$ cat config.mk
export PLATFORM = sky130hd
export DESIGN_NAME = wes_result_buf
export DESIGN_NICKNAME = d
export VERILOG_FILES = /design/src/rtl/wes_pkg.sv /design/src/rtl/wes_result_buf.sv
export SDC_FILE = /design/constraint.sdc
export NUM_CORES = 1
export LEC_CHECK = 0
export BUFFER_PORTS_ARGS = -buffer_cell sky130_fd_sc_hd__clkbuf_2
export CORE_ASPECT_RATIO = 0.6
export CORE_MARGIN = 1
export CORE_UTILIZATION = 40
export DETAILED_ROUTE_END_ITERATION = 10
export GPL_ROUTABILITY_DRIVEN = 1
export PLACE_DENSITY = 0.68
export SYNTH_ARGS = -nofsm -noshare
export SYNTH_HDL_FRONTEND = slang
export SYNTH_SLANG_ARGS = --single-unit
$ cat constraint.sdc
create_clock -name clk -period 4.8 [get_ports clk]
set_input_delay 0.48 -clock clk [delete_from_list [all_inputs] [get_ports clk]]
set_output_delay 0.48 -clock clk [all_outputs]
set_load 0.01 [all_outputs]
$ cat src/rtl/wes_pkg.sv
// Shared types, constants and a size-clamping helper for the wave-equation stencil step.
`timescale 1ns / 1ps
`default_nettype none

package wes_pkg;

  localparam int MAX_WIDTH   = 1024;
  localparam int MAX_HEIGHT  = 1024;
  localparam int SAMPLE_BITS = 16;
  localparam int GAIN_BITS   = 16;
  localparam int SIZE_BITS   = 11;
  localparam int COL_BITS    = $clog2(MAX_WIDTH);
  localparam int ROW_BITS    = $clog2(MAX_HEIGHT);
  localparam int CFG_BITS    = 16;
  localparam int MIN_SIZE    = 3;

  localparam logic [SIZE_BITS-1:0] RESET_WIDTH  = SIZE_BITS'(256);
  localparam logic [SIZE_BITS-1:0] RESET_HEIGHT = SIZE_BITS'(256);
  localparam logic [GAIN_BITS-1:0] RESET_GAIN   = GAIN_BITS'(16384);

  typedef enum logic [1:0] {
    CFG_GRID_WIDTH   = 2'd0,
    CFG_GRID_HEIGHT  = 2'd1,
    CFG_COURANT_GAIN = 2'd2
  } wes_cfg_idx_t;

  typedef struct packed {
    logic [COL_BITS-1:0] x;
    logic                interior;
    logic                emit;
    logic                last_row;
    logic                last_col;
  } wes_pos_t;

  typedef struct packed {
    logic [SAMPLE_BITS-1:0] new_value;
    logic [SAMPLE_BITS-1:0] old_value;
    logic                   last_in_run;
    logic                   frame_end;
  } wes_result_t;

  function automatic logic [SIZE_BITS-1:0] clamp_size(input logic [SIZE_BITS-1:0] v,
                                                      input int unsigned hi);
    logic [SIZE_BITS-1:0] r;
    if (v < SIZE_BITS'(MIN_SIZE)) begin
      r = SIZE_BITS'(MIN_SIZE);
    end else if (v > SIZE_BITS'(hi)) begin
      r = SIZE_BITS'(hi);
    end else begin
      r = v;
    end
    return r;
  endfunction

endpackage

`default_nettype wire

$ cat src/rtl/wes_result_buf.sv
// Two-entry result register that presents one or two results per cell.
`timescale 1ns / 1ps
`default_nettype none

module wes_result_buf
  import wes_pkg::*;
(
  input  wire logic        clk,
  input  wire logic        rst,
  input  wire logic        load,
  input  wire logic        two,
  input  wire wes_result_t res0,
  input  wire wes_result_t res1,
  output logic             free,
  output logic             m_tvalid,
  input  wire logic        m_tready,
  output wes_result_t      head
);

  logic        ov;
  logic        pend;
  wes_result_t r0;
  wes_result_t r1;

  assign free     = !ov || (m_tready && !pend);
  assign m_tvalid = ov;
  assign head     = r0;

  always_ff @(posedge clk) begin
    if (rst) begin
      ov   <= 1'b0;
      pend <= 1'b0;
    end else if (load) begin
      ov   <= 1'b1;
      pend <= two;
    end else if (ov && m_tready) begin
      if (pend) begin
        pend <= 1'b0;
      end else begin
        ov <= 1'b0;
      end
    end
  end

  always_ff @(posedge clk) begin
    if (load) begin
      r0 <= res0;
      r1 <= res1;
    end else if (ov && m_tready && pend) begin
      r0 <= r1;
    end
  end

  a_pend_needs_valid : assert property (@(posedge clk) disable iff (rst)
    pend |-> ov)
    else $error("second result pending without a valid head");

  a_end_is_last : assert property (@(posedge clk) disable iff (rst)
    ov && r0.frame_end |-> r0.last_in_run)
    else $error("frame end on a result that is not last of its cell");

endmodule

`default_nettype wire

== Word-level counts from Yosys, hierarchy flattened ==
Index checks and enable logic that the tools add are counted.

* RAM bits: 0
* Memories kept: 0
* Memory bits (read-only): 0
* Register bits: 70
* Bits in latches: 0
* Word-level logic and storage cells: 27
* Output and inout bits: 36

* $lt $le $gt $ge: 0
* Add/sub/neg operators: 0
* Reduce and logical (&&, ||, !) cells: 9
* Eq/ne operators: 1
* Shifts and indexed selects: 0
* Multiplexer cells: 7
* Div/mod/pow operators: 0
* $mul: 0
* Bitwise gates (word level): 0

{| class="wikitable"
|+ Operators with widths
! cell !! number
|-
| two-way mux 34 bit || 2
|-
| two-way mux 1 bit || 5
|-
| nonzero test 2 bit || 2
|-
| logical AND 1 bit || 3
|-
| zero test 1 bit || 2
|-
| inequality test 2 bit (second input constant) || 1
|-
| AND reduction 2 bit || 1
|-
| logical OR 1 bit || 1
|}

== Depth between registers and ports, before layout ==
* Depth after elaboration: 4
* Gate-level depth with buffers: 5

== Worst setup path before layout ==
No wires, ideal clock.

* Kind: input port to flip-flop
* Start point: in load
* End point: reg r0, in the netlist head[0], enable pin
* Arrival time: 1.540 ns
* Slack: 2.869 ns
* Path buffers: 2
* Cell stages on the path: 4
* Data required time: 4.408 ns
* Cells stage by stage: buf_6 -> buf_12 -> inv_2 -> nand2_1

* Longest elaborated chain between the ends: 1

{| class="wikitable"
|+ Ends and longest elaborated chain
! element !! line !! source
|-
| start, declared || wes_result_buf.sv:10 || <nowiki>input wire logic load,</nowiki>
|-
| nonzero test 2 bit (no line) || n/a ||
|-
| end signal, assigned || wes_result_buf.sv:47 || <nowiki>r0 <= res0;</nowiki>
|-
| end signal, assigned || wes_result_buf.sv:50 || <nowiki>r0 <= r1;</nowiki>
|-
| end, declared || wes_result_buf.sv:22 || <nowiki>wes_result_t r0;</nowiki>
|}

Every way passes these cells.
A chain may end at the register's enable or synchronous reset.

== Worst setup path in the final report ==
* Start point: in load
* End point: reg r0, in the netlist head[11], enable pin

The elaborated chain is that of the path after synthesis.

==> flow_summary.json <==
{
  "min_period_ns": 1.917,
  "crit_required_ns": 4.77,
  "synthArstFlopShare": 0,
  "drt_iter0_drc": 34,
  "avgSynthCellArea_sq_um": 22.75,
  "use_met1": 0.1565,
  "antenna_left": 0,
  "endpoint_kind": "flip-flop",
  "peakVddDrop_mv": 0.1681,
  "whs_path_depth": 1,
  "cts_buffer_depth": 2,
  "synth_edf_count": 68,
  "dr.pass1.iters": 4,
  "leakagePower_nw": 1.486,
  "setup_slack_ns": 2.883,
  "r2r_cells": 3,
  "cts_sinks": 70,
  "drc": 0,
  "fin_crit_sh": 0.3993,
  "clk_pin_slew_ns": 0.07,
  "clkLatencyLatePin_ns": 0.32,
  "rsz0062_at_grt": "no",
  "start_kind": "input port",
  "hold_ws_ns": 0.3253,
  "post_cts_buffers": 0,
  "netlist_instances": 118,
  "routed_wl_mm": 4.468,
  "crit_arrival_ns": 1.89,
  "crit_cells": 4,
  "cpLargestDelayFamily": "buffers and inverters",
  "r2r_slack_ns": 3.53,
  "grt_pass1_wl_mm": 6.762,
  "slowest_stage": "buf_4",
  "dieHeight_microns": 65.47,
  "drive_above_1_share": 0.6498,
  "worst_pin_slew_ns": 1.013,
  "num_rows": 22,
  "track_usage": 0.1387,
  "cts_hold_buf": 0,
  "initial_core_util": 0.4260,
  "crit_buf_inv": 3,
  "synth-seq-cells": 70,
  "yosysWarnings": 0,
  "grt_pass1_vias": 1405,
  "dp_cells": 307,
  "cts-resized-gates": 0,
  "h-tree-depth": 3,
  "hold_viol": 0,
  "met2_usage": 0.2003,
  "wire_per_inst_microns": 13.92,
  "finalSetupViolCount": 0,
  "synth_top_area_frac": 0.7605,
  "synth_top_area_cell": "edfxtp_1",
  "num_antenna_cells": 0,
  "numCtsBuffers": 9,
  "slowest_delay_ns": 0.73,
  "syn_to_final_growth_pct": 27.12,
  "synth_cell_type_count": 12,
  "slew_headroom": 0.3248,
  "fin_tns_setup_ns": 0,
  "critical_path_class": "in2reg",
  "crit_fanout": 70,
  "grt_antenna_before_repair": 0,
  "dpl-instance-area_sq_um": 3269,
  "netlist_area_sq_um": 2685,
  "synth-main-ff-cell": "edfxtp_1",
  "cts_tree": "done",
  "nets": 307,
  "dp_slack_ns": 2.525,
  "cp_common_cell": "buf_4",
  "vias_per_cell": 4.417,
  "grt_max_degree": 71,
  "power.density_nw_per_um2": 360.6,
  "drv_slew": 0,
  "synth_common_cells": "edfxtp_1 (68), mux2_4 (28), mux2_2 (6)",
  "die-area_sq_um": 7055,
  "met3_usage": 0.09425,
  "place.gp.congestion": 0.6925,
  "cts_root_buffer": "clkbuf_8",
  "ys_seq_area_frac": 0.7754,
  "io_buffer_count": 108,
  "hold_path.class": "in2reg",
  "fmax_ghz": 0.5217,
  "yosysMostFrequentCell": "edfxtp_1",
  "gr-max-usage-layer": "met2",
  "maxCapViolations": 0,
  "synth_area_leaders": "edfxtp_1 (76%), mux2_4 (16%), mux2_2 (2.5%)",
  "io_pins": 109,
  "core_sq_um": 6304,
  "synth_nets": 191,
  "grt_overflow_total": 0,
  "status": "completed",
  "fin_skew_ns": 0.006198,
  "final_cell_area_sq_um": 3413,
  "vias": 1418,
  "fin_cells": 321,
  "die_w_microns": 107.8,
  "crit_chain": "buf_4, inv_2, nand2_1, buf_4"
}
worst reg2reg max path, cell delays in order, from the launching register on:
cell and delay, ns:
dfxtp_1 0.36, nand3_1 0.08, nand2_1 0.07, buf_4 0.39
kinds of logic after synthesis:
family / after synthesis / share of synthesized area
compound gates: 3 / 0.005590
buf+inv: 6 / 0.02935
mux: 34 / 0.1817
simple gates: 5 / 0.007922
flops: 70 / 0.7754
sequential cells by signal (all words and copies together), names as in the netlist:
| name | cells |
|---|---|
| head | 34 |
| m_tvalid | 1 |
| pend | 1 |
| r1 | 34 |
cells in the final DEF (no fill, tap or decap), drive strengths merged:
master and instances:
nand2 3, inv 2, a21oi 2, buf 2, o21ai 1, clkinv 4
nand3 2, clkbuf 117, edfxtp 68, dfxtp 2, mux2 34
metal layers:
layer	routed length (microns)	share of wire	up-vias
met5	0	0	-
met1	1944	0.44	640
li1	-	-	692
met2	1898	0.42	78
met3	562	0.13	8
met4	63	0.014	0
worst paths after layout:
kind                            startpoint        to
worst max-delay path                  load  head[11]
worst min-delay path               res1[2]     r1[2]
worst max register to register    m_tvalid  head[11]
worst min register to register        pend      pend
cell type report:
cell class / count / area [sq um]
Clock buffer: 10 / 127.6
Clock inverter: 4 / 16.27
Fill cell: 545 / 2890
Inverter: 2 / 7.507
Multi-Input combinational cell: 42 / 524.3
Sequential cell: 70 / 2082
Tap cell: 84 / 105.1
Timing Repair Buffer: 109 / 550.5
stage by stage:
stage	power, mW	util
2_1_floorplan	0.8215	-
3_5_place_dp	0.8833	0.5187
3_3_place_gp	0.8789	0.5187
6_report	1.231	0.5415
4_1_cts	1.253	0.5415
5_1_grt	1.295	0.5415
report_power, final:
part / switching (mW) / total (mW) / internal, mW
sequential: 0.0125 / 0.739 / 0.727
clock: 0.188 / 0.363 / 0.176
combinational: 0.0557 / 0.128 / 0.0725
total: 0.256 / 1.23 / 0.975
(Power assumes the default switching activity.)
