## config.mk

```make
export PLATFORM = sky130hd
export DESIGN_NAME = wes_kernel
export DESIGN_NICKNAME = d
export VERILOG_FILES = /design/src/rtl/wes_pkg.sv /design/src/rtl/wes_kernel.sv
export SDC_FILE = /design/constraint.sdc
export NUM_CORES = 1
export LEC_CHECK = 0
export BUFFER_PORTS_ARGS = -buffer_cell sky130_fd_sc_hd__buf_2
export CORE_UTILIZATION = 55
export DETAILED_ROUTE_END_ITERATION = 10
export GPL_ROUTABILITY_DRIVEN = 1
export PLACE_DENSITY = 0.74
export SLEW_MARGIN = 20
export SYNTH_ARGS = -nofsm -noshare
export SYNTH_HDL_FRONTEND = slang
export SYNTH_SLANG_ARGS = --single-unit
```

## constraint.sdc

```tcl
create_clock -name vclk -period 32.9
set_input_delay 3.29 -clock vclk [all_inputs]
set_output_delay 3.29 -clock vclk [all_outputs]
set_load 0.005 [all_outputs]
```

## src/rtl/wes_pkg.sv

```systemverilog
// Shared types, constants and a size-clamping helper for the wave-equation stencil step.
`timescale 1ns / 1ps
`default_nettype none

package wes_pkg;

  localparam int MAX_WIDTH   = 1024;
  localparam int MAX_HEIGHT  = 1024;
  localparam int SAMPLE_BITS = 16;
  localparam int GAIN_BITS   = 16;
  localparam int SIZE_BITS   = 11;
  localparam int COL_BITS    = $clog2(MAX_WIDTH);
  localparam int ROW_BITS    = $clog2(MAX_HEIGHT);
  localparam int CFG_BITS    = 16;
  localparam int MIN_SIZE    = 3;

  localparam logic [SIZE_BITS-1:0] RESET_WIDTH  = SIZE_BITS'(256);
  localparam logic [SIZE_BITS-1:0] RESET_HEIGHT = SIZE_BITS'(256);
  localparam logic [GAIN_BITS-1:0] RESET_GAIN   = GAIN_BITS'(16384);

  typedef enum logic [1:0] {
    CFG_GRID_WIDTH   = 2'd0,
    CFG_GRID_HEIGHT  = 2'd1,
    CFG_COURANT_GAIN = 2'd2
  } wes_cfg_idx_t;

  typedef struct packed {
    logic [COL_BITS-1:0] x;
    logic                interior;
    logic                emit;
    logic                last_row;
    logic                last_col;
  } wes_pos_t;

  typedef struct packed {
    logic [SAMPLE_BITS-1:0] new_value;
    logic [SAMPLE_BITS-1:0] old_value;
    logic                   last_in_run;
    logic                   frame_end;
  } wes_result_t;

  function automatic logic [SIZE_BITS-1:0] clamp_size(input logic [SIZE_BITS-1:0] v,
                                                      input int unsigned hi);
    logic [SIZE_BITS-1:0] r;
    if (v < SIZE_BITS'(MIN_SIZE)) begin
      r = SIZE_BITS'(MIN_SIZE);
    end else if (v > SIZE_BITS'(hi)) begin
      r = SIZE_BITS'(hi);
    end else begin
      r = v;
    end
    return r;
  endfunction

endpackage

`default_nettype wire

```

## src/rtl/wes_kernel.sv

```systemverilog
// Five-point update of one interior cell with rounding and saturation.
`timescale 1ns / 1ps
`default_nettype none

module wes_kernel
  import wes_pkg::*;
(
  input  wire logic signed [SAMPLE_BITS-1:0] center,
  input  wire logic signed [SAMPLE_BITS-1:0] left,
  input  wire logic signed [SAMPLE_BITS-1:0] right,
  input  wire logic signed [SAMPLE_BITS-1:0] up,
  input  wire logic signed [SAMPLE_BITS-1:0] down,
  input  wire logic signed [SAMPLE_BITS-1:0] prev_center,
  input  wire logic        [GAIN_BITS-1:0]   gain,
  output logic signed      [SAMPLE_BITS-1:0] new_value
);

  localparam int LAP_BITS  = SAMPLE_BITS + 3;
  localparam int PROD_BITS = LAP_BITS + GAIN_BITS + 1;
  localparam int TERM_BITS = PROD_BITS - 16;
  localparam int SUM_BITS  = TERM_BITS + 2;

  localparam logic signed [PROD_BITS-1:0] ROUND_HALF = PROD_BITS'(32768);
  localparam logic signed [SAMPLE_BITS-1:0] SAT_HI = {1'b0, {(SAMPLE_BITS-1){1'b1}}};
  localparam logic signed [SAMPLE_BITS-1:0] SAT_LO = {1'b1, {(SAMPLE_BITS-1){1'b0}}};

  logic signed [LAP_BITS-1:0]  lap;
  logic signed [PROD_BITS-1:0] prod;
  logic signed [PROD_BITS-1:0] rounded;
  logic signed [TERM_BITS-1:0] term;
  logic signed [SUM_BITS-1:0]  sum;

  always_comb begin
    lap = LAP_BITS'(left) + LAP_BITS'(right) + LAP_BITS'(up) + LAP_BITS'(down)
        - (LAP_BITS'(center) <<< 2);
    prod    = $signed({1'b0, gain}) * lap;
    rounded = prod + ROUND_HALF;
    term    = rounded[PROD_BITS-1:16];
    sum     = (SUM_BITS'(center) <<< 1) - SUM_BITS'(prev_center) + SUM_BITS'(term);
    if (sum > SUM_BITS'(SAT_HI)) begin
      new_value = SAT_HI;
    end else if (sum < SUM_BITS'(SAT_LO)) begin
      new_value = SAT_LO;
    end else begin
      new_value = sum[SAMPLE_BITS-1:0];
    end
  end

endmodule

`default_nettype wire

```

=== Word level (Yosys, flattened, before mapping) ===
Index checks and enable logic that the tools add are counted.

* Flip-flop bits (word level): 0
* Bits in latches: 0
* Memory bits (writable): 0
* ROM bits: 0
* Input bits: 112
* Word-level logic and storage cells: 12
* Memories: 0

* $add $sub $neg: 7
* Multipliers: 1
* Div/mod/pow operators: 0
* $lt $le $gt $ge: 2
* Eq/ne operators: 0
* Shifts and indexed selects: 0
* Muxes and demuxes: 2
* Bitwise logic cells: 0
* Reductions and logical operators: 0

{| class="wikitable"
|+ Operator list
! kind !! number
|-
| $add 36x17->36 const B || 1
|-
| $mul 17x19->36 || 1
|-
| $mux 16 || 2
|-
| $add 18x20->21 || 1
|-
| $gt 21x16->1 const B || 1
|-
| $lt 21x16->1 const B || 1
|-
| $add 18x16->19 || 1
|-
| $sub 19x18->19 || 1
|-
| $add 17x16->18 || 1
|-
| $sub 17x16->18 || 1
|-
| $add 16x16->17 || 1
|}

=== Longest topological paths before layout ===
* Depth in word-level cells: 10
* Gate-level depth with buffers: 49
* Depth with buffers taken out: 48

=== Worst setup path after synthesis ===
No wires, ideal clock.

* Kind: input-to-output
* Start: input port center[0]
* End: output port new_value[0]
* Arrival time: 14.230 ns
* Setup slack: 15.380 ns
* Stages: 41
* Path buffers: 3
* Cell sequence: inv_1 -> fa_1 -> fa_1 -> fa_1 -> ha_1 -> a211oi_1 -> o21ai_0 -> a211oi_1 -> and3b_1 -> o41ai_2 -> xnor2_1 -> clkbuf_1 -> nand2_1 -> fa_1 -> fa_1 -> fa_1 -> inv_1 -> fa_1 -> (+5 left out) -> a21o_1 -> a21o_1 -> a21o_1 -> or3_1 -> a31oi_1 -> o31ai_1 -> a21oi_1 -> xnor2_1 -> fa_1 -> ha_1 -> clkbuf_1 -> nand4_1 -> or3_1 -> nor4b_2 -> a21oi_1 -> a41oi_4 -> buf_6 -> o21ai_1

* Cells in the longest elaborated chain, start to end: 7

{| class="wikitable"
|+ Ends and longest elaborated chain
! item !! RTL line !! RTL
|-
| from (decl) || wes_kernel.sv:8 || <nowiki>input wire logic signed [SAMPLE_BITS-1:0] center,</nowiki>
|-
| $sub 19x18->19 || wes_kernel.sv:35 || <nowiki>- (LAP_BITS'(center) <<< 2);</nowiki>
|-
| $mul 17x19->36 || wes_kernel.sv:36 || <nowiki>prod = $signed({1'b0, gain}) * lap;</nowiki>
|-
| $add 36x17->36 || wes_kernel.sv:37 || <nowiki>rounded = prod + ROUND_HALF;</nowiki>
|-
| $add 18x20->21 * || wes_kernel.sv:39 || <nowiki>sum = (SUM_BITS'(center) <<< 1) - SUM_BITS'(prev_center) + SUM_BITS'(term);</nowiki>
|-
| $lt 21x16->1 || wes_kernel.sv:42 || <nowiki>end else if (sum < SUM_BITS'(SAT_LO)) begin</nowiki>
|-
| $mux 16 || wes_kernel.sv:42 ||
|-
| $mux 16 * || wes_kernel.sv:40 || <nowiki>if (sum > SUM_BITS'(SAT_HI)) begin</nowiki>
|-
| to (decl) || wes_kernel.sv:15 || <nowiki>output logic signed [SAMPLE_BITS-1:0] new_value</nowiki>
|}

Mark *: on every way between the ends. The rest lies on a longest branch, timed or not.

=== Worst setup path after layout ===
* Start: input port center[1]
* End: output port new_value[3]

The elaborated chain is that of the path after synthesis.

==> results.txt <==
status - finished, final reports clean
type of element capturing the critical path - primary output
Die Outline Area - 0.0283 mm^2
crit-path most repeated cell - sky130_fd_sc_hd__fa_1
Post-Syn Area per Cell - 8.92 um^2
RD Place Congestion - 0.880
Min Clock Period, post-route - 19,230 ps
number of antenna violations at the first check in global routing - 0
wire length of the first global-routing pass - 60.4 mm
DRC marker count from the first detailed-route iteration - 470
sequential area share after synthesis - 0%
Crit Path Category - in -> out
# port buffers - 128
cell class contributing the biggest share of worst-path delay - adder cells
synthesis-to-finish area growth - 6.66%
Sequential cell area - 0 um^2
cell type contributing the most total cell area after synthesis - sky130_fd_sc_hd__fa_1
cells resized by post-CTS repair - 0
top-level port count - 128
required time at the worst-slack endpoint - 29,610 ps
via count of the first global-routing pass - 12,800
Antenna Cells - 0
half-perimeter wire length after detailed placement - 29.7 mm
Core Box Area - 0.0270 mm^2
Gate Count Post-Synth - 1,703
crit path buf inv count - 10
synthesized net count - 2,336
maximum fanout along the worst path - 15
Post-CTS Setup Repair Bufs - 0
number of buffers inserted by hold repair at cts - 0
Maximum Capacitance Violations - 0
Final Core Density - 59.9%
number of nets still failing antenna checks after routing - 0
total number of nets in the final design - 2,428
drt total wl - 35.3 mm
arrival time of data at the critical path endpoint - 15,940 ps
setup repair after global routing missed its margin - false
first-pass detailed-route iteration total - 5
fraction of final layout cells sized beyond drive strength 1 - 9.37%
total global-route track usage - 26.8%
highest-delay cell along the critical path - sky130_fd_sc_hd__o41ai_4
effective utilization at floorplan - 56.2%
Max transition margin - 25.8%
Netlist Area Pre-Place - 0.0152 mm^2
final period utilization - 58.5%
total negative slack - 0 ps
fill count - 2,403
total DRC errors in the routed layout - 0
post-detailed-route wirelength per cell - 16.5 um
maximum clock rate - 52.0 MHz
sequential cell count of the final layout - 0
Remaining Overflow, GRT - 0
Avg Vias per Cell - 5.33
pin count of the biggest net entering global routing - 22
die extent in y - 168 um
cells taking the most area after synthesis - sky130_fd_sc_hd__fa_1, sky130_fd_sc_hd__ha_1, sky130_fd_sc_hd__inv_1
number of setup violations in the final report - 0
Std-Cell Rows - 60
final count of pins violating max slew - 0
synth unique cells - 52
clk_buf instances - 0
final hold violations - 0
YS warnings - 0
top-area cell type share of the netlist area - 48.5%
CP Launch Type - input port
worst hold path class - in -> out
transition at the pin with the smallest max-transition slack - 1110 ps
peak per-stage delay on the critical path - 920 ps
Die Width - 168 um
via count - 11,400
layout make-up:
class	count	area, um^2	area share [%]
Multi-Input combinational cell	1163	13200	81.5
Tap cell	341	427	2.63
Timing Repair Buffer	139	723	4.47
Inverter	491	1840	11.4
layer usage:
| layer | vias to the layer above | share of wire [%] | global-route usage [%] | wire [um] |
|---|---|---|---|---|
| li1 | 5193 | - | - | - |
| met1 | 5787 | 39 | 32.0 | 13700 |
| met2 | 302 | 55 | 51.7 | 19300 |
| met3 | 86 | 3.7 | 1.36 | 1300 |
| met4 | 0 | 3.0 | 7.67 | 1050 |
| met5 | - | 0 | 0 | 0 |
cell families after synthesis:
logic type               after synthesis  synth area share, %
adder cells (fa/ha/maj)              521                 61.1
AO/OA/AOI/OAI                        161                 7.23
buffers and inverters                540                 13.4
AND/OR/NAND/NOR                      409                 14.0
XOR/XNOR                              72                 4.24
stage by stage:
step	hold slack (ps)	std cells	cell area, um^2	worst slack [ps]
6_report	6980	2134	16200	13670
5_1_grt	7030	2134	16200	12740
4_1_cts	6990	2134	16200	13760
3_5_place_dp	6990	2134	16200	13820
3_3_place_gp	6990	2134	16200	14060
2_1_floorplan	6750	1703	15200	15380
cell usage after synthesis (all sizes together):
cell type,n
a211o,3
a211oi,12
a21boi,1
a21o,19
a21oi,48
a22o,1
a22oi,1
a311o,2
a31o,1
a31oi,4
a41oi,1
and2,183
and3,2
and3b,1
buf,4
clkbuf,45
fa,368
ha,153
inv,491
nand2,142
nand2b,6
nand3,5
nand4,8
nor2,34
nor2b,1
nor3,13
nor3b,1
nor4,3
nor4b,1
o2111ai,1
o211ai,4
o21a,6
o21ai,38
o21ba,1
o21bai,10
o2bb2ai,1
o31ai,3
o41ai,4
or2,3
or3,5
or3b,1
xnor2,48
xnor3,1
xor2,23
worst min-delay path, delay by kind of cell:
| kind | cells | cell delay [ps] |
|---|---|---|
| buffers and inverters | 2 | 200 |
| AOI/OAI and AO/OA | 1 | 60 |
| adders and majority gates | 1 | 140 |
layout by cell type (no fill, tap or decap), types with 3 or more instances in the layout:
| cell type | n |
|---|---|
| sky130_fd_sc_hd__a211o_1 | 3 |
| sky130_fd_sc_hd__a211oi_1 | 11 |
| sky130_fd_sc_hd__a21o_1 | 19 |
| sky130_fd_sc_hd__a21oi_1 | 46 |
| sky130_fd_sc_hd__a31oi_1 | 4 |
| sky130_fd_sc_hd__and2_1 | 183 |
| sky130_fd_sc_hd__buf_2 | 128 |
| sky130_fd_sc_hd__buf_4 | 11 |
| sky130_fd_sc_hd__fa_1 | 368 |
| sky130_fd_sc_hd__ha_1 | 153 |
| sky130_fd_sc_hd__inv_1 | 491 |
| sky130_fd_sc_hd__nand2_1 | 142 |
| sky130_fd_sc_hd__nand2b_1 | 6 |
| sky130_fd_sc_hd__nand3_1 | 4 |
| sky130_fd_sc_hd__nand4_1 | 8 |
| sky130_fd_sc_hd__nor2_1 | 34 |
| sky130_fd_sc_hd__nor3_1 | 13 |
| sky130_fd_sc_hd__nor4_1 | 3 |
| sky130_fd_sc_hd__o211ai_1 | 4 |
| sky130_fd_sc_hd__o21a_1 | 6 |
| sky130_fd_sc_hd__o21ai_0 | 22 |
| sky130_fd_sc_hd__o21ai_1 | 10 |
| sky130_fd_sc_hd__o21ai_2 | 6 |
| sky130_fd_sc_hd__o21bai_1 | 10 |
| sky130_fd_sc_hd__o31ai_1 | 3 |
| sky130_fd_sc_hd__or2_2 | 3 |
| sky130_fd_sc_hd__or3_1 | 5 |
| sky130_fd_sc_hd__xnor2_1 | 41 |
| sky130_fd_sc_hd__xnor2_2 | 7 |
| sky130_fd_sc_hd__xor2_1 | 22 |
final timing paths:
check      startpoint            to  slack [ps]  depth (start not counted)
max         center[1]  new_value[3]       13670                         46
min    prev_center[0]  new_value[0]        6980                          4
Power is not shown: default switching activity piles up to over one toggle a cycle in this logic, so the estimate is an artifact.
