===== src/rtl/wes_pkg.sv =====
// Shared types, constants and a size-clamping helper for the wave-equation stencil step.
`timescale 1ns / 1ps
`default_nettype none

package wes_pkg;

  localparam int MAX_WIDTH   = 1024;
  localparam int MAX_HEIGHT  = 1024;
  localparam int SAMPLE_BITS = 16;
  localparam int GAIN_BITS   = 16;
  localparam int SIZE_BITS   = 11;
  localparam int COL_BITS    = $clog2(MAX_WIDTH);
  localparam int ROW_BITS    = $clog2(MAX_HEIGHT);
  localparam int CFG_BITS    = 16;
  localparam int MIN_SIZE    = 3;

  localparam logic [SIZE_BITS-1:0] RESET_WIDTH  = SIZE_BITS'(256);
  localparam logic [SIZE_BITS-1:0] RESET_HEIGHT = SIZE_BITS'(256);
  localparam logic [GAIN_BITS-1:0] RESET_GAIN   = GAIN_BITS'(16384);

  typedef enum logic [1:0] {
    CFG_GRID_WIDTH   = 2'd0,
    CFG_GRID_HEIGHT  = 2'd1,
    CFG_COURANT_GAIN = 2'd2
  } wes_cfg_idx_t;

  typedef struct packed {
    logic [COL_BITS-1:0] x;
    logic                interior;
    logic                emit;
    logic                last_row;
    logic                last_col;
  } wes_pos_t;

  typedef struct packed {
    logic [SAMPLE_BITS-1:0] new_value;
    logic [SAMPLE_BITS-1:0] old_value;
    logic                   last_in_run;
    logic                   frame_end;
  } wes_result_t;

  function automatic logic [SIZE_BITS-1:0] clamp_size(input logic [SIZE_BITS-1:0] v,
                                                      input int unsigned hi);
    logic [SIZE_BITS-1:0] r;
    if (v < SIZE_BITS'(MIN_SIZE)) begin
      r = SIZE_BITS'(MIN_SIZE);
    end else if (v > SIZE_BITS'(hi)) begin
      r = SIZE_BITS'(hi);
    end else begin
      r = v;
    end
    return r;
  endfunction

endpackage

`default_nettype wire


===== src/rtl/wes_raster.sv =====
// Raster position counters: column and row of each arriving cell.
`timescale 1ns / 1ps
`default_nettype none

module wes_raster
  import wes_pkg::*;
(
  input  wire logic                 clk,
  input  wire logic                 rst,
  input  wire logic                 advance,
  input  wire logic                 frame_start,
  input  wire logic [SIZE_BITS-1:0] grid_width,
  input  wire logic [SIZE_BITS-1:0] grid_height,
  output wes_pos_t                  pos
);

  logic [COL_BITS-1:0]  col;
  logic [COL_BITS-1:0]  col_next;
  logic [ROW_BITS-1:0]  row;
  logic [ROW_BITS-1:0]  row_next;
  logic [SIZE_BITS-1:0] c;
  logic [SIZE_BITS-1:0] r;
  logic [SIZE_BITS-1:0] x1;
  logic [SIZE_BITS-1:0] y1;

  always_comb begin
    c = frame_start ? '0 : SIZE_BITS'(col);
    r = frame_start ? '0 : SIZE_BITS'(row);
    if (c >= grid_width) begin
      c = '0;
      r = r + 1'b1;
    end
    if (r >= grid_height) begin
      r = '0;
    end
    x1 = c + 1'b1;
    y1 = r + 1'b1;

    pos.x        = c[COL_BITS-1:0];
    pos.interior = (c != '0) && (x1 < grid_width) && (r >= SIZE_BITS'(2));
    pos.emit     = (r != '0);
    pos.last_row = (y1 == grid_height);
    pos.last_col = (x1 == grid_width);

    if (x1 >= grid_width) begin
      col_next = '0;
      row_next = (y1 >= grid_height) ? '0 : y1[ROW_BITS-1:0];
    end else begin
      col_next = x1[COL_BITS-1:0];
      row_next = r[ROW_BITS-1:0];
    end
  end

  always_ff @(posedge clk) begin
    if (rst) begin
      col <= '0;
      row <= '0;
    end else if (advance) begin
      col <= col_next;
      row <= row_next;
    end
  end

  a_frame_start_pos : assert property (@(posedge clk) disable iff (rst)
    advance && frame_start |=> (col == COL_BITS'(1)) && (row == '0))
    else $error("frame start did not restart the raster position");

endmodule

`default_nettype wire


===== config.mk =====
export PLATFORM = sky130hd
export DESIGN_NAME = wes_raster
export DESIGN_NICKNAME = d
export VERILOG_FILES = /design/src/rtl/wes_pkg.sv /design/src/rtl/wes_raster.sv
export SDC_FILE = /design/constraint.sdc
export NUM_CORES = 1
export LEC_CHECK = 0
export ABC_AREA = 1
export BUFFER_PORTS_ARGS = -buffer_cell sky130_fd_sc_hd__buf_2
export CAP_MARGIN = 5
export CORE_UTILIZATION = 40
export CTS_BUF_LIST = sky130_fd_sc_hd__clkbuf_8
export CTS_CLUSTER_DIAMETER = 80
export DETAILED_ROUTE_END_ITERATION = 6
export PLACE_DENSITY = 0.68
export SLEW_MARGIN = 20
export SYNTH_ARGS = -nofsm -noshare
export SYNTH_HDL_FRONTEND = slang
export SYNTH_SLANG_ARGS = --single-unit
export TNS_END_PERCENT = 30

===== constraint.sdc =====
create_clock -name clk -period 6.9 [get_ports clk]
set_input_delay 0.69 -clock clk [delete_from_list [all_inputs] [get_ports clk]]
set_output_delay 0.69 -clock clk [all_outputs]
set_load 0.01 [all_outputs]

# Yosys cells after proc, flatten, opt, wreduce, memory -nomap -nowiden
# Index checks and enable logic that the tools add are counted.
[classes]
muxes = 8
n_lt_le_gt_ge = 6
reduce_logical = 4
addsub = 3
n_eq_ne = 2
[op_table]
columns = ["operator", "n"]
rows = [
  ["10-bit 2-to-1 mux", 6],
  ["11-bit >= comparator", 3],
  ["11-bit by 1-bit adder with 11-bit output, second input constant", 2],
  ["11-bit equality test", 2],
  ["11-bit 2-to-1 mux", 2],
  ["11-bit nonzero test", 2],
  ["10-bit by 1-bit adder with 11-bit output, second input constant", 1],
  ["10-bit by 11-bit >= comparator with 1-bit output", 1],
  ["11-bit by 2-bit >= comparator with 1-bit output, second input constant", 1],
  ["11-bit less-than comparator", 1],
  ["1-bit logical AND", 2],
]
[word_totals]
output_inout_bits = 14
word_cells = 25
in_bits = 26
ff_bits = 20

# Longest topological paths before layout
[depth]
word_depth = 9
ltp_mapped = 45
depth_no_buf = 43

# Worst setup path before layout
# No wires, ideal clock.
[synth_path]
path_kind = "input-to-reg"
startpoint = "input frame_start"
endpoint = "register row[1]"
n_path_buf = 3
arrival_ns = 5.554
setup_slack_ns = 1.290
required_time_ns = 6.844
path_stages = 38
setup_ns = 0.056
cell_sequence = "buf_6 > buf_1 > nor2_1 > ha_1 > nand2_2 > nor2_4 > nand3_2 > nand2_4 > inv_2 > nand2_4 > buf_8 > nand4_1 > nor2_1 > ha_1 > a21o_1 > nor2_1 > nand3_1 > nor2_4 > [... 2 more ...] > ha_1 > nand3_1 > nor2_2 > nand3_1 > nand2_1 > inv_1 > ha_1 > a21oi_1 > nor2_1 > a211oi_1 > nand4_1 > inv_1 > nand2_1 > nor2_1 > nand2_1 > o211ai_1 > nand2_1 > inv_1"
[synth_via]
elab_chain_len = 9
elab_cells_between_ends = 14
classes_between = "add/sub (3); order compare (4); mux (7)"
[synth_rtl]
columns = ["item", "line", "rtl"]
rows = [
  ["start: declaration", "wes_raster.sv:11", "input wire logic frame_start,"],
  ["10-bit 2-to-1 mux (on tied branches)", "wes_raster.sv:28, wes_raster.sv:27", ""],
  ["10-bit by 1-bit adder with 11-bit output / 10-bit by 11-bit >= comparator with 1-bit output (equally long branches)", "wes_raster.sv:31, wes_raster.sv:29", ""],
  ["11-bit 2-to-1 mux", "wes_raster.sv:29", "if (c >= grid_width) begin"],
  ["11-bit >= comparator", "wes_raster.sv:33", "if (r >= grid_height) begin"],
  ["11-bit 2-to-1 mux", "wes_raster.sv:33", ""],
  ["11-bit by 1-bit adder with 11-bit output", "wes_raster.sv:37", "y1 = r + 1'b1;"],
  ["11-bit >= comparator", "wes_raster.sv:47", "row_next = (y1 >= grid_height) ? '0 : y1[ROW_BITS-1:0];"],
  ["10-bit 2-to-1 mux", "wes_raster.sv:47", ""],
  ["10-bit 2-to-1 mux (*)", "wes_raster.sv:45", "if (x1 >= grid_width) begin"],
  ["end signal: assignment", "wes_raster.sv:60", "row <= row_next;"],
  ["end: declaration", "wes_raster.sv:19", "logic [ROW_BITS-1:0] row;"],
]
# Mark *: on every way between the ends. The rest lies on a longest branch, timed or not.
# A chain may end at the register's enable or synchronous reset.

==> results.sh <==
export IMPL_status="completed"
export IMPL_firstDrtPassIters=5
export IMPL_grt_usage_pct=22.3
export IMPL_yosys_warnings=0
export IMPL_ir_worst_vdd_mv=0.0654
export IMPL_p_per_area_mw_per_mm2=70.4
export IMPL_antenna_cells=0
export IMPL_crit_arrival_ps=5640
export IMPL_synthesis_nets=628
export IMPL_cts_root_buf="clkbuf_8"
export IMPL_synth_edf_count=0
export IMPL_die_area_mm2=0.00872
export IMPL_synth_compound_area_share_pct=11.5
export IMPL_num_vias=3508
export IMPL_r2r_end="row[1]"
export IMPL_die_w_um=93.4
export IMPL_rr_worst_depth=37
export IMPL_cts_path_max_buffers=2
export IMPL_drt_iter0_markers=187
export IMPL_drive_gt1_share_pct=19.6
export IMPL_fmax_ghz=0.158
export IMPL_grt_antenna_before_repair=0
export IMPL_via_per_inst=5.09
export IMPL_wl_per_cell_um=13.5
export IMPL_post_cts_resized=0
export IMPL_clkTransAtPathRegs_ps=70
export IMPL_maxCapViolations=0
export IMPL_synth_top_family_by_area="simple AND/OR/NAND/NOR gates"
export IMPL_ys_ff_latch=20
export IMPL_grt_pass1_wl_um=15500
export IMPL_cp_max_fo=18
export IMPL_hold_path_class="register to register"
export IMPL_whs_path_depth=2
export IMPL_cts_num_sinks=20
export IMPL_synthCells=553
export IMPL_final_antenna_net_count=0
export IMPL_setup_viol=0
export IMPL_finalNonFillerCells=689
export IMPL_critPathLaunchType="input pin"
export IMPL_wirelength_um=9330
export IMPL_insertion_delay_ps=250
export IMPL_cp_common_cell="nand2_1"
export IMPL_hold_violations=0
export IMPL_cts_buffers=3
export IMPL_dpl_cell_count=686
export IMPL_grt_pass1_vias=3295
export IMPL_synth_mux_area_share_pct=0
export IMPL_max_stage_delay_ps=380
export IMPL_synth_distinct_cells=44
export IMPL_utilization_pct=46.3
export IMPL_nets=664
export IMPL_rsz0062_at_grt="false"
export IMPL_core_area_mm2=0.00789
export IMPL_drc_errors=0
export IMPL_synthXorXnorAreaFrac_pct=2.62
export IMPL_highest_layer="met4"
export IMPL_htree_num_levels=1
export IMPL_slew_violations=0
export IMPL_routabilityCongestion=0.935
export IMPL_post_cts_buffers=0
export IMPL_met3_length_um=365
export IMPL_ioPinCount=40
export IMPL_core_rowCount=32
export IMPL_die_height_um=93.4
export IMPL_synth_ff_type="dfxtp_1"
export IMPL_hpwl_um=8060
export IMPL_p_leak_nw=1.98
export IMPL_slew_headroom_pct=52.9
export IMPL_crit_type="input pin to output pin"
export IMPL_r2r_start="col[2]"
export IMPL_whs_endpoint="col[8]"
export IMPL_avgSynthCellArea_um2=6.04
export IMPL_rrSetupSlack_ps=1120
export IMPL_synth_simple_area_share_pct=41.3
export IMPL_min_from="col[8]"
export IMPL_cts_tree="built"
export IMPL_grt_max_degree=23
export IMPL_hold_buffers=0
export IMPL_wl_met2_um=4100
export IMPL_met1_length_um=4790
export IMPL_grt_remaining_overflow=0
export IMPL_cp_data_required_time_ps=6210
export IMPL_portBuffers=39
export IMPL_cp_end_kind="output pin"
export IMPL_fin_skew_ps=4.57
export IMPL_fin_crit_sh_pct=91.7
export IMPL_crit_slowest_cell="buf_2"
export IMPL_setup_tns_ps=0
export IMPL_synth_fa_ha_area_share_pct=18.4
export IMPL_async_flop_share_pct=0
export IMPL_areaGrowthSynthToFinish_pct=9.29
export IMPL_initial_core_util_pct=42.3
export IMPL_worstMarginPinSlew_ps=706
export IMPL_syn_area_mm2=0.00334
export IMPL_min_period_ps=6330
export IMPL_synth_seq_area_share_pct=12.0
worst max-delay path by stage:
stage                            from  endpoint  depth (start not counted)
final                     frame_start    pos[1]                         35
after global routing      frame_start    row[1]                         41
after CTS                 frame_start    pos[1]                         35
after detailed placement  frame_start    row[4]                         39
after global placement    frame_start    row[1]                         41
after floorplan           frame_start    row[1]                         38
final cells by class:
class                           instances  area, um2
Clock buffer                            3       41.3
Fill cell                             848       4240
Inverter                              109        415
Multi-Input combinational cell        415       2460
Sequential cell                        20        400
Tap cell                              102        128
Timing Repair Buffer                   40        203
logic make-up after synthesis:
| kind of cell | after synthesis |
|---|---|
| adder cells (fa/ha/maj) | 49 |
| AO/OA/AOI/OAI | 65 |
| buffers and inverters | 118 |
| XOR/XNOR | 10 |
| AND/OR/NAND/NOR | 291 |
| flip-flops | 20 |
per-layer routing:
metal | global-route usage, % | vias up
li1 | - | 1819
met1 | 32.7 | 1584
met2 | 36.5 | 97
met3 | 1.22 | 8
met4 | 3.72 | 0
met5 | 0 | -
where the power goes:
group	internal (W)	leakage [nW]	switching, W	total, W
Clock	0.0000388	0.0216	0.0000352	0.0000740
Sequential	0.000117	0.162	0.00000107	0.000118
Combinational	0.0000227	1.80	0.0000425	0.0000652
Total	0.000178	1.98	0.0000788	0.000257
registers in the layout, indices dropped and copies added, names as in the netlist:
name,count
col,10
row,10
metrics by stage:
step | total power [W] | worst slack [ps] | cell area, um2 | hold slack (ps)
after floorplan | 0.000165 | 1290 | 3340 | 445
final | 0.000257 | 573 | 3650 | 467
after global routing | 0.000273 | 1.76 | 3650 | 486
after CTS | 0.000260 | 653 | 3650 | 469
after detailed placement | 0.000185 | 505 | 3610 | 457
after global placement | 0.000184 | 665 | 3610 | 455
cells in the final DEF, fill, tap and decap left out, types with 4 or more instances in the layout:
| cell | n |
|---|---|
| nand2_1 | 150 |
| inv_1 | 84 |
| ha_1 | 49 |
| nor2_1 | 46 |
| buf_2 | 39 |
| a21oi_1 | 35 |
| nand3_1 | 26 |
| inv_2 | 21 |
| dfxtp_1 | 20 |
| nand2_2 | 14 |
| nor2_2 | 13 |
| nand4_1 | 11 |
| xor2_1 | 10 |
| nor2_4 | 8 |
| o21ai_0 | 7 |
| o21ai_1 | 6 |
| nor3_1 | 6 |
| a22oi_1 | 6 |
| nand3_2 | 4 |
cells in the mapped netlist (3+ instances only):
master,number,share of area (%)
a21oi_1,35,5.2
a22oi_1,6,1.3
and2_1,3,0.56
clkbuf_1,4,0.45
dfxtp_1,20,12
ha_1,49,18
inv_1,84,9.4
inv_2,21,2.4
nand2_1,150,17
nand2_2,14,2.6
nand3_1,26,3.9
nand3_2,4,1.2
nand4_1,11,2.1
nor2_1,46,5.2
nor2_2,13,2.4
nor2_4,8,2.7
nor3_1,6,0.90
o21ai_0,7,1.0
o21ai_1,6,0.90
xor2_1,10,2.6
critical path: cells and delay by family:
kind,cells,cell delay (ps)
fa+ha+maj,4,1080
compound gates,2,300
simple gates,21,2610
buf+inv,8,950
Power figures use the tool's default switching activity.
